<file path="src/hw/rtl/rrrb_pkg.sv">
// Shared types and codes for the receive reorder buffer.
`default_nettype none

package rrrb_pkg;

  // Result kinds
  localparam logic [1:0] KIND_ACK     = 2'd0;
  localparam logic [1:0] KIND_DELIVER = 2'd1;
  localparam logic [1:0] KIND_REJECT  = 2'd2;

  // Acknowledge status codes
  localparam logic [1:0] ST_IN_ORDER    = 2'd0;
  localparam logic [1:0] ST_DUPLICATE   = 2'd1;
  localparam logic [1:0] ST_BUFFERED    = 2'd2;
  localparam logic [1:0] ST_ALREADY_BUF = 2'd3;

  localparam int unsigned SEQ_W = 16;
  localparam int unsigned TAG_W = 16;

  typedef struct packed {
    logic             is_reliable;
    logic [SEQ_W-1:0] seq;
    logic [TAG_W-1:0] payload_tag;
  } pkt_t;

  typedef struct packed {
    logic [1:0]       kind;
    logic [1:0]       status;
    logic [SEQ_W-1:0] out_seq;
    logic [TAG_W-1:0] out_tag;
    logic             last;
  } res_t;

  // Request to and response from the shared adder
  typedef struct packed {
    logic             sub;
    logic [SEQ_W-1:0] a;
    logic [SEQ_W-1:0] b;
  } alu_req_t;

  typedef struct packed {
    logic [SEQ_W-1:0] sum;
    logic             carry;
  } alu_rsp_t;

endpackage

`default_nettype wire

</file>
<file path="src/hw/rtl/rrrb_alu.sv">
// Shared 16-bit adder/subtractor used for distance, slot index, reduction and drain steps.
`default_nettype none

module rrrb_alu (
  input  rrrb_pkg::alu_req_t req_i,
  output rrrb_pkg::alu_rsp_t rsp_o
);
  import rrrb_pkg::*;

  logic [SEQ_W:0] full;

  // Add, or add the complement plus one; carry set means no borrow on subtract
  always_comb begin
    full = {1'b0, req_i.a} + {1'b0, (req_i.sub ? ~req_i.b : req_i.b)}
         + {{SEQ_W{1'b0}}, req_i.sub};
    rsp_o.sum   = full[SEQ_W-1:0];
    rsp_o.carry = full[SEQ_W];
  end

endmodule

`default_nettype wire

</file>
<file path="src/hw/rtl/rrrb_slot_store.sv">
// Slot valid flags and payload tag memory of the reorder window.
`default_nettype none

module rrrb_slot_store #(
  parameter int unsigned WINDOW = 16
) (
  input  wire                               clk_i,
  input  wire                               rst_ni,
  input  wire                               set_i,
  input  wire                               clr_i,
  input  wire  [$clog2(WINDOW)-1:0]         addr_i,
  input  wire  [rrrb_pkg::TAG_W-1:0]        wdata_i,
  input  wire                               rd_en_i,
  input  wire  [$clog2(WINDOW)-1:0]         rd_addr_i,
  output logic [rrrb_pkg::TAG_W-1:0]        rdata_o,
  output logic [WINDOW-1:0]                 valid_o
);
  import rrrb_pkg::*;

  logic [WINDOW-1:0] valid_q;
  logic [TAG_W-1:0]  tag_mem [WINDOW];

  // Set a slot on store, drop it on delivery
  always_ff @(posedge clk_i or negedge rst_ni) begin
    if (!rst_ni) begin
      valid_q <= '0;
    end else if (set_i) begin
      valid_q[addr_i] <= 1'b1;
    end else if (clr_i) begin
      valid_q[addr_i] <= 1'b0;
    end
  end

  // Write the tag of a stored packet
  always_ff @(posedge clk_i) begin
    if (set_i) begin
      tag_mem[addr_i] <= wdata_i;
    end
  end

  // Registered read for the drain
  always_ff @(posedge clk_i) begin
    if (rd_en_i) begin
      rdata_o <= tag_mem[rd_addr_i];
    end
  end

  assign valid_o = valid_q;

endmodule

`default_nettype wire

</file>
<file path="src/hw/rtl/reliable_receive_reorder_buffer.sv">
// Receive reorder buffer: sequencer around one shared adder and the slot store.
// Unreliable packet: one result in the cycle after acceptance, busy stays low.
// Old or beyond-window packet: busy 1 cycle, result registered from the distance step.
// In-order packet: ack registered from the distance step, then its delivery and one buffered slot
// per cycle; busy until the last delivery. Window store: busy during its adder steps.
// Results cannot be held off. Reset clears all slot flags at once and sets last to 65535.
`default_nettype none

module reliable_receive_reorder_buffer #(
  parameter int unsigned WINDOW = 16
) (
  input  wire                  clk_i,
  input  wire                  rst_ni,
  input  wire                  start,
  input  rrrb_pkg::pkt_t       in_i,
  output logic                 busy,
  output logic                 res_valid_o,
  output rrrb_pkg::res_t       res_o
);
  import rrrb_pkg::*;

  localparam int unsigned IXW = $clog2(WINDOW);
  localparam int unsigned TW  = $clog2(3 * WINDOW);

  localparam logic [IXW-1:0]   LdIxReset = IXW'(65535 % WINDOW);
  localparam logic [IXW-1:0]   IxMax     = IXW'(WINDOW - 1);
  localparam logic [IXW-1:0]   CntMax    = IXW'(WINDOW - 2);
  localparam logic [SEQ_W-1:0] WinW      = SEQ_W'(WINDOW);
  localparam logic [SEQ_W-1:0] WrapAdj   = SEQ_W'(WINDOW - (65536 % WINDOW));

  localparam logic [2:0] S_IDLE = 3'd0;
  localparam logic [2:0] S_DIST = 3'd1;
  localparam logic [2:0] S_IX1  = 3'd2;
  localparam logic [2:0] S_IX2  = 3'd3;
  localparam logic [2:0] S_RED  = 3'd4;
  localparam logic [2:0] S_DLV  = 3'd5;
  localparam logic [2:0] S_DRN  = 3'd6;

  logic [2:0]       state_q, state_d;
  pkt_t             pkt_q, pkt_d;
  logic [SEQ_W-1:0] ld_q, ld_d;
  logic [IXW-1:0]   ldix_q, ldix_d;
  logic [TW-1:0]    d_q, d_d;
  logic             wrap_q, wrap_d;
  logic [TW-1:0]    t_q, t_d;
  logic [IXW-1:0]   cnt_q, cnt_d;
  logic             res_valid_q, res_valid_d;
  res_t             res_q, res_d;

  alu_req_t         alu_req;
  alu_rsp_t         alu_rsp;

  logic             slot_set, slot_clr, slot_rd;
  logic [IXW-1:0]   slot_addr, slot_rd_addr;
  logic [TAG_W-1:0] slot_rdata;
  logic [WINDOW-1:0] slot_valid;

  logic [IXW-1:0]   cur_ix, nix;
  logic             nvalid, lastf;

  // Slot index of the number after s, given the slot index of s
  function automatic logic [IXW-1:0] ix_next(input logic [IXW-1:0] ix,
                                             input logic [SEQ_W-1:0] s);
    logic [IXW-1:0] r;
    if (s == {SEQ_W{1'b1}}) begin
      r = '0;
    end else if (ix == IxMax) begin
      r = '0;
    end else begin
      r = ix + 1'b1;
    end
    return r;
  endfunction

  rrrb_alu u_alu (
    .req_i (alu_req),
    .rsp_o (alu_rsp)
  );

  rrrb_slot_store #(
    .WINDOW (WINDOW)
  ) u_slots (
    .clk_i     (clk_i),
    .rst_ni    (rst_ni),
    .set_i     (slot_set),
    .clr_i     (slot_clr),
    .addr_i    (slot_addr),
    .wdata_i   (pkt_q.payload_tag),
    .rd_en_i   (slot_rd),
    .rd_addr_i (slot_rd_addr),
    .rdata_o   (slot_rdata),
    .valid_o   (slot_valid)
  );

  // Slot of the next expected number
  assign cur_ix = ix_next(ldix_q, ld_q);

  // Sequencer
  always_comb begin
    state_d      = state_q;
    pkt_d        = pkt_q;
    ld_d         = ld_q;
    ldix_d       = ldix_q;
    d_d          = d_q;
    wrap_d       = wrap_q;
    t_d          = t_q;
    cnt_d        = cnt_q;
    res_valid_d  = 1'b0;
    res_d        = res_q;
    alu_req      = '0;
    slot_set     = 1'b0;
    slot_clr     = 1'b0;
    slot_addr    = cur_ix;
    slot_rd      = 1'b0;
    slot_rd_addr = cur_ix;
    nix          = cur_ix;
    nvalid       = 1'b0;
    lastf        = 1'b1;

    case (state_q)
      S_IDLE: begin
        if (start) begin
          pkt_d = in_i;
          if (in_i.is_reliable) begin
            state_d = S_DIST;
          end else begin
            res_valid_d = 1'b1;
            res_d       = '{KIND_DELIVER, ST_IN_ORDER, '0, in_i.payload_tag, 1'b1};
          end
        end
      end

      S_DIST: begin
        // Distance from the last delivered number, borrow marks a wrap
        alu_req = '{1'b1, pkt_q.seq, ld_q};
        wrap_d  = ~alu_rsp.carry;
        if (alu_rsp.sum == '0 || alu_rsp.sum[SEQ_W-1]) begin
          res_valid_d = 1'b1;
          res_d       = '{KIND_ACK, ST_DUPLICATE, pkt_q.seq, '0, 1'b1};
          state_d     = S_IDLE;
        end else if (alu_rsp.sum == SEQ_W'(1)) begin
          res_valid_d = 1'b1;
          res_d       = '{KIND_ACK, ST_IN_ORDER, pkt_q.seq, '0, 1'b0};
          state_d     = S_DLV;
        end else if (alu_rsp.sum <= WinW) begin
          d_d     = alu_rsp.sum[TW-1:0];
          state_d = S_IX1;
        end else begin
          res_valid_d = 1'b1;
          res_d       = '{KIND_REJECT, ST_IN_ORDER, pkt_q.seq, '0, 1'b1};
          state_d     = S_IDLE;
        end
      end

      S_IX1: begin
        // Slot index before reduction
        alu_req = '{1'b0, SEQ_W'(ldix_q), SEQ_W'(d_q)};
        t_d     = alu_rsp.sum[TW-1:0];
        state_d = wrap_q ? S_IX2 : S_RED;
      end

      S_IX2: begin
        // Correct for the sequence wrap
        alu_req = '{1'b0, SEQ_W'(t_q), WrapAdj};
        t_d     = alu_rsp.sum[TW-1:0];
        state_d = S_RED;
      end

      S_RED: begin
        // Reduce below the window, then store or report the slot
        alu_req = '{1'b1, SEQ_W'(t_q), WinW};
        if (alu_rsp.carry) begin
          t_d = alu_rsp.sum[TW-1:0];
        end else begin
          slot_addr   = t_q[IXW-1:0];
          res_valid_d = 1'b1;
          if (slot_valid[t_q[IXW-1:0]]) begin
            res_d = '{KIND_ACK, ST_ALREADY_BUF, pkt_q.seq, '0, 1'b1};
          end else begin
            slot_set = 1'b1;
            res_d    = '{KIND_ACK, ST_BUFFERED, pkt_q.seq, '0, 1'b1};
          end
          state_d = S_IDLE;
        end
      end

      S_DLV: begin
        // Deliver the in-order packet, look ahead at the following slot
        nix         = ix_next(cur_ix, pkt_q.seq);
        nvalid      = slot_valid[nix];
        res_valid_d = 1'b1;
        res_d       = '{KIND_DELIVER, ST_IN_ORDER, pkt_q.seq, pkt_q.payload_tag, ~nvalid};
        ld_d        = pkt_q.seq;
        ldix_d      = cur_ix;
        cnt_d       = '0;
        if (nvalid) begin
          slot_rd      = 1'b1;
          slot_rd_addr = nix;
          state_d      = S_DRN;
        end else begin
          state_d = S_IDLE;
        end
      end

      S_DRN: begin
        // Deliver one buffered slot and drop it
        alu_req     = '{1'b0, ld_q, SEQ_W'(1)};
        nix         = ix_next(cur_ix, alu_rsp.sum);
        nvalid      = slot_valid[nix] && (nix != cur_ix);
        lastf       = ~nvalid || (cnt_q == CntMax);
        res_valid_d = 1'b1;
        res_d       = '{KIND_DELIVER, ST_IN_ORDER, alu_rsp.sum, slot_rdata, lastf};
        slot_clr    = 1'b1;
        slot_addr   = cur_ix;
        ld_d        = alu_rsp.sum;
        ldix_d      = cur_ix;
        cnt_d       = cnt_q + 1'b1;
        if (lastf) begin
          state_d = S_IDLE;
        end else begin
          slot_rd      = 1'b1;
          slot_rd_addr = nix;
        end
      end

      default: begin
        state_d = S_IDLE;
      end
    endcase
  end

  // Control state
  always_ff @(posedge clk_i or negedge rst_ni) begin
    if (!rst_ni) begin
      state_q     <= S_IDLE;
      ld_q        <= {SEQ_W{1'b1}};
      ldix_q      <= LdIxReset;
      cnt_q       <= '0;
      res_valid_q <= 1'b0;
    end else begin
      state_q     <= state_d;
      ld_q        <= ld_d;
      ldix_q      <= ldix_d;
      cnt_q       <= cnt_d;
      res_valid_q <= res_valid_d;
    end
  end

  // Payload registers
  always_ff @(posedge clk_i) begin
    pkt_q  <= pkt_d;
    d_q    <= d_d;
    wrap_q <= wrap_d;
    t_q    <= t_d;
    res_q  <= res_d;
  end

  assign busy        = (state_q != S_IDLE);
  assign res_valid_o = res_valid_q;
  assign res_o       = res_q;

  // More results follow exactly when the transaction is not yet finished
  a_busy_tracks_last: assert property (@(posedge clk_i) disable iff (!rst_ni)
    res_valid_o |-> (busy == ~res_o.last))
    else $error("busy does not match the last flag");

  // An in-order acknowledge is followed by delivery of the same number
  a_ack_then_deliver: assert property (@(posedge clk_i) disable iff (!rst_ni)
    (res_valid_o && res_o.kind == KIND_ACK && res_o.status == ST_IN_ORDER && !res_o.last)
    |=> (res_valid_o && res_o.kind == KIND_DELIVER && res_o.out_seq == $past(res_o.out_seq)))
    else $error("in-order acknowledge not followed by its delivery");

  // Drained deliveries run in consecutive sequence numbers
  a_drain_in_sequence: assert property (@(posedge clk_i) disable iff (!rst_ni)
    (res_valid_o && res_o.kind == KIND_DELIVER && !res_o.last)
    |=> (res_valid_o && res_o.kind == KIND_DELIVER
         && res_o.out_seq == SEQ_W'($past(res_o.out_seq) + SEQ_W'(1))))
    else $error("drain delivered out of sequence");

endmodule

`default_nettype wire
</file>
<file path="config.mk">
export PLATFORM = sky130hd
export DESIGN_NAME = reliable_receive_reorder_buffer
export DESIGN_NICKNAME = d
export VERILOG_FILES = /design/src/hw/rtl/rrrb_pkg.sv /design/src/hw/rtl/rrrb_alu.sv /design/src/hw/rtl/rrrb_slot_store.sv /design/src/hw/rtl/reliable_receive_reorder_buffer.sv
export SDC_FILE = /design/constraint.sdc
export NUM_CORES = 1
export LEC_CHECK = 0
export ABC_AREA = 1
export BUFFER_PORTS_ARGS = -buffer_cell sky130_fd_sc_hd__buf_4
export CORE_MARGIN = 8
export CORE_UTILIZATION = 48
export CTS_CLUSTER_DIAMETER = 120
export DETAILED_ROUTE_END_ITERATION = 12
export MAX_ROUTING_LAYER = met4
export SLEW_MARGIN = 10
export SYNTH_ARGS = -nofsm -noshare
export SYNTH_HDL_FRONTEND = slang
export SYNTH_SLANG_ARGS = --single-unit
</file>
<file path="constraint.sdc">
create_clock -name clk_i -period 7.95 [get_ports clk_i]
set_input_delay 0.3975 -clock clk_i [delete_from_list [all_inputs] [get_ports clk_i]]
set_output_delay 0.3975 -clock clk_i [all_outputs]
set_load 0.1 [all_outputs]
</file>
==> flow_summary.yaml <==
outcome:
  status: "completed"
logic_synthesis:
  syn_nets: 1994
  ys_ff_latch: 398
  ys_types: 56
  synth_top_area_cell: "edfxtp_1"
  synth_area_leaders: "edfxtp_1, nand3_1, nand2_1"
  synth_edf_count: 354
  netlist_area_mm2: 0.0191
  yosys_warnings: 0
  postSynthAreaPerCell_um2: 9.84
  synth-seq-area-share_pct: 61.6
  syn_inst: 1938
  async_reset_ff_share_pct: 11.1
  synthFlopType: "edfxtp_1"
  netlist.area_leader.share_pct: 55.7
pwr:
  peakVddDrop_mv: 0.402
  totalPowerFinal_mw: 6.97
  power.density_mw_per_mm2: 322
  power_leakage_nw: 8.74
timing:
  finalSetupTns_ns: 0
  fmax_mhz: 140
  rsz0062_at_grt: "no"
  setup_violations: 0
  timing.hold.ws_ns: 0.0391
  tightest_slew_ns: 1.21
  min_period_over_period_pct: 89.8
  hold_violations: 0
  setup_ws_ns: 0.811
  fin_skew_ns: 0.0141
  period_needed_ns: 7.14
  relSlewSlack_pct: 18.4
  maxSlewViolCount: 0
clock_tree:
  clkSinkCount: 398
  clk_latency_ns: 0.57
  htreeDepth: 2
  cts_root_buf: "clkbuf_16"
  cts_tree: "done"
  clkTransAtPathRegs_ns: 0.06
  postCtsSetupBuffers: 0
  ctsLongestPathBuffers: 3
  cts_inserted_buffers: 42
floorplan:
  start_util_pct: 48.3
  fp-row-count: 73
  die_x_um: 215
  die_height_um: 215
  core_area_mm2: 0.0395
  dieArea_mm2: 0.0464
  ios: 75
placed_design:
  pre_cts_slack_ns: 0.881
  io_buffer_count: 74
  dp_hpwl_um: 33800
  placed_cell_area_mm2: 0.0201
  gp_congestion: 0.959
layout:
  insertedDiodeCount: 0
  syn_to_final_growth_pct: 13.3
  fin_area_mm2: 0.0216
  drive_above_1_share_pct: 11.8
  fin_nets: 2080
job:
  maxCapViolCount: 0
global_routing:
  grt_pass1_vias: 14000
  grt_pass1_wl_um: 84100
  antenna_found_initial: 1
  grt_overflow: 0
  grt_max_degree: 87
  grt.total_usage_pct: 24.1
worst_hold_path:
  hold_path_class: "input port to flip-flop"
worst_setup_path:
  crit_path_top_delay_cell: "o21ai_4"
  required_ns: 8.39
  worstSetupStartpointType: "flip-flop"
  crit_type: "flip-flop to flip-flop"
  slowest_delay_ns: 0.95
  cp_max_fo: 33
  crit_top_cell: "nand3_1"
  end_kind: "flip-flop"
  arrival_ns: 7.58
route:
  first_iter_violations: 1254
  wire_per_inst_um: 21.2
  wl_um: 54900
  dr.pass1.iters: 5
  drt_drc_violations_left: 0
  via_per_inst: 5.58
  ant_nets: 0
  vias: 14400
cells in the final DEF, fill, tap and decap left out, types with 11 or more instances in the layout:
cell type	synthesis	routed
ha_1	19	19
clkbuf_16	0	43
nand2_1	460	459
a21oi_1	41	41
inv_1	252	252
o22ai_1	16	16
o21ai_0	89	89
clkinv_1	2	15
dlygate4sd3_1	0	25
nand3_1	350	350
nor2_1	91	72
nand4_1	15	15
dfstp_2	20	20
o221ai_1	18	18
dfrtp_1	24	24
nor2_2	4	21
buf_4	18	104
clkbuf_1	36	11
edfxtp_1	354	354
flip-flops by register name, indices dropped and copies added, names as in the netlist, named ones only:
name,flops
wrap_q,1
d_q,6
state_q,3
t_q,6
u_slots.rdata_o,16
cnt_q,4
u_slots.tag_mem,256
res_o,37
ldix_q,4
res_valid_o,1
pkt_q,32
ld_q,16
report_power, final:
| part | switching (mW) | internal [mW] |
|---|---|---|
| Combinational | 1.86 | 0.609 |
| Clock | 0.821 | 1.00 |
| Sequential | 0.126 | 2.55 |
Yosys cell counts (5+ instances only):
master / n
nor2_4: 5
inv_1: 252
buf_4: 18
dfrtp_1: 24
inv_2: 7
clkbuf_1: 36
buf_6: 14
ha_1: 19
nand3_2: 6
nand4_1: 15
nand2_2: 11
nor2_1: 91
nand3_1: 350
buf_2: 17
o22ai_1: 16
nor3_1: 10
nor4_1: 6
dfstp_2: 20
xor2_1: 6
o221ai_1: 18
edfxtp_1: 354
a21oi_1: 41
nand2_1: 460
o21ai_0: 89
logic make-up (layout without fill, tap and decap cells):
| group | count (synthesis) | count (layout) | share of synthesized area (%) |
|---|---|---|---|
| buf+inv | 351 | 471 | 7.94 |
| compound gates | 189 | 189 | 5.86 |
| flops | 398 | 398 | 61.6 |
| fa+ha+maj | 20 | 20 | 1.35 |
| xor+xnor | 10 | 10 | 0.558 |
| mux | 1 | 1 | 0.0525 |
| simple gates | 969 | 969 | 22.6 |
final timing paths:
path	startpoint	to	slack, ns	cells past startpoint
min in group asynchronous	rst_ni	res_valid_o$_DFF_PN0_	0.42	2
hold reg to reg	flip-flop	flip-flop	0.53	2
max in group asynchronous	rst_ni	async pin	7.10	2
hold / removal	in_i[3]	pkt_q[3]$_DFFE_PP_	0.04	1
setup / recovery	state_q[1]$_DFFE_PN0P_	u_slots.rdata_o[4]$_DFFE_PP_	0.81	31
setup reg to reg	state_q[1]$_DFFE_PN0P_	u_slots.rdata_o[4]$_DFFE_PP_	0.81	31
final cells by class:
class,instances,area [µm²]
clock buffer,54,1120
clock inverter,24,138
fill,3534,17800
inverter,262,986
multi-input combinational,1189,5890
sequential,398,11800
tap,525,657
timing repair buffer,131,1070
routing by layer:
layer / GRT usage [%] / up-vias / share of wire [%]
met4: 9.21 / 0 / 3.6
met5: - / - / 0
li1: - / 6777 / -
met1: 31.6 / 6952 / 42
met2: 37.7 / 567 / 47
met3: 3.65 / 111 / 7.0
repair_timing:
item,CTS,global route
hold buffers,25,0
resized for setup,0,0
endpoints found under the hold margin,48,0
critical path: cells and delay by family, from the launching register on:
| family | cells | cell delay (ns) |
|---|---|---|
| and+or+nand+nor | 22 | 2.60 |
| AOI/OAI and AO/OA | 2 | 1.64 |
| buffers and inverters | 5 | 1.60 |
| DFF | 1 | 0.52 |
| adders and majority gates | 1 | 0.35 |
| xor gates and xnor gates | 1 | 0.26 |
through the flow:
step           cells  utilization, %
3_3_place_gp    2479            50.9
5_1_grt         2583            54.8
4_1_cts         2582            54.7
6_report        2583            54.8
2_1_floorplan   1938               -
3_5_place_dp    2479            50.9
(Power assumes the default switching activity.)
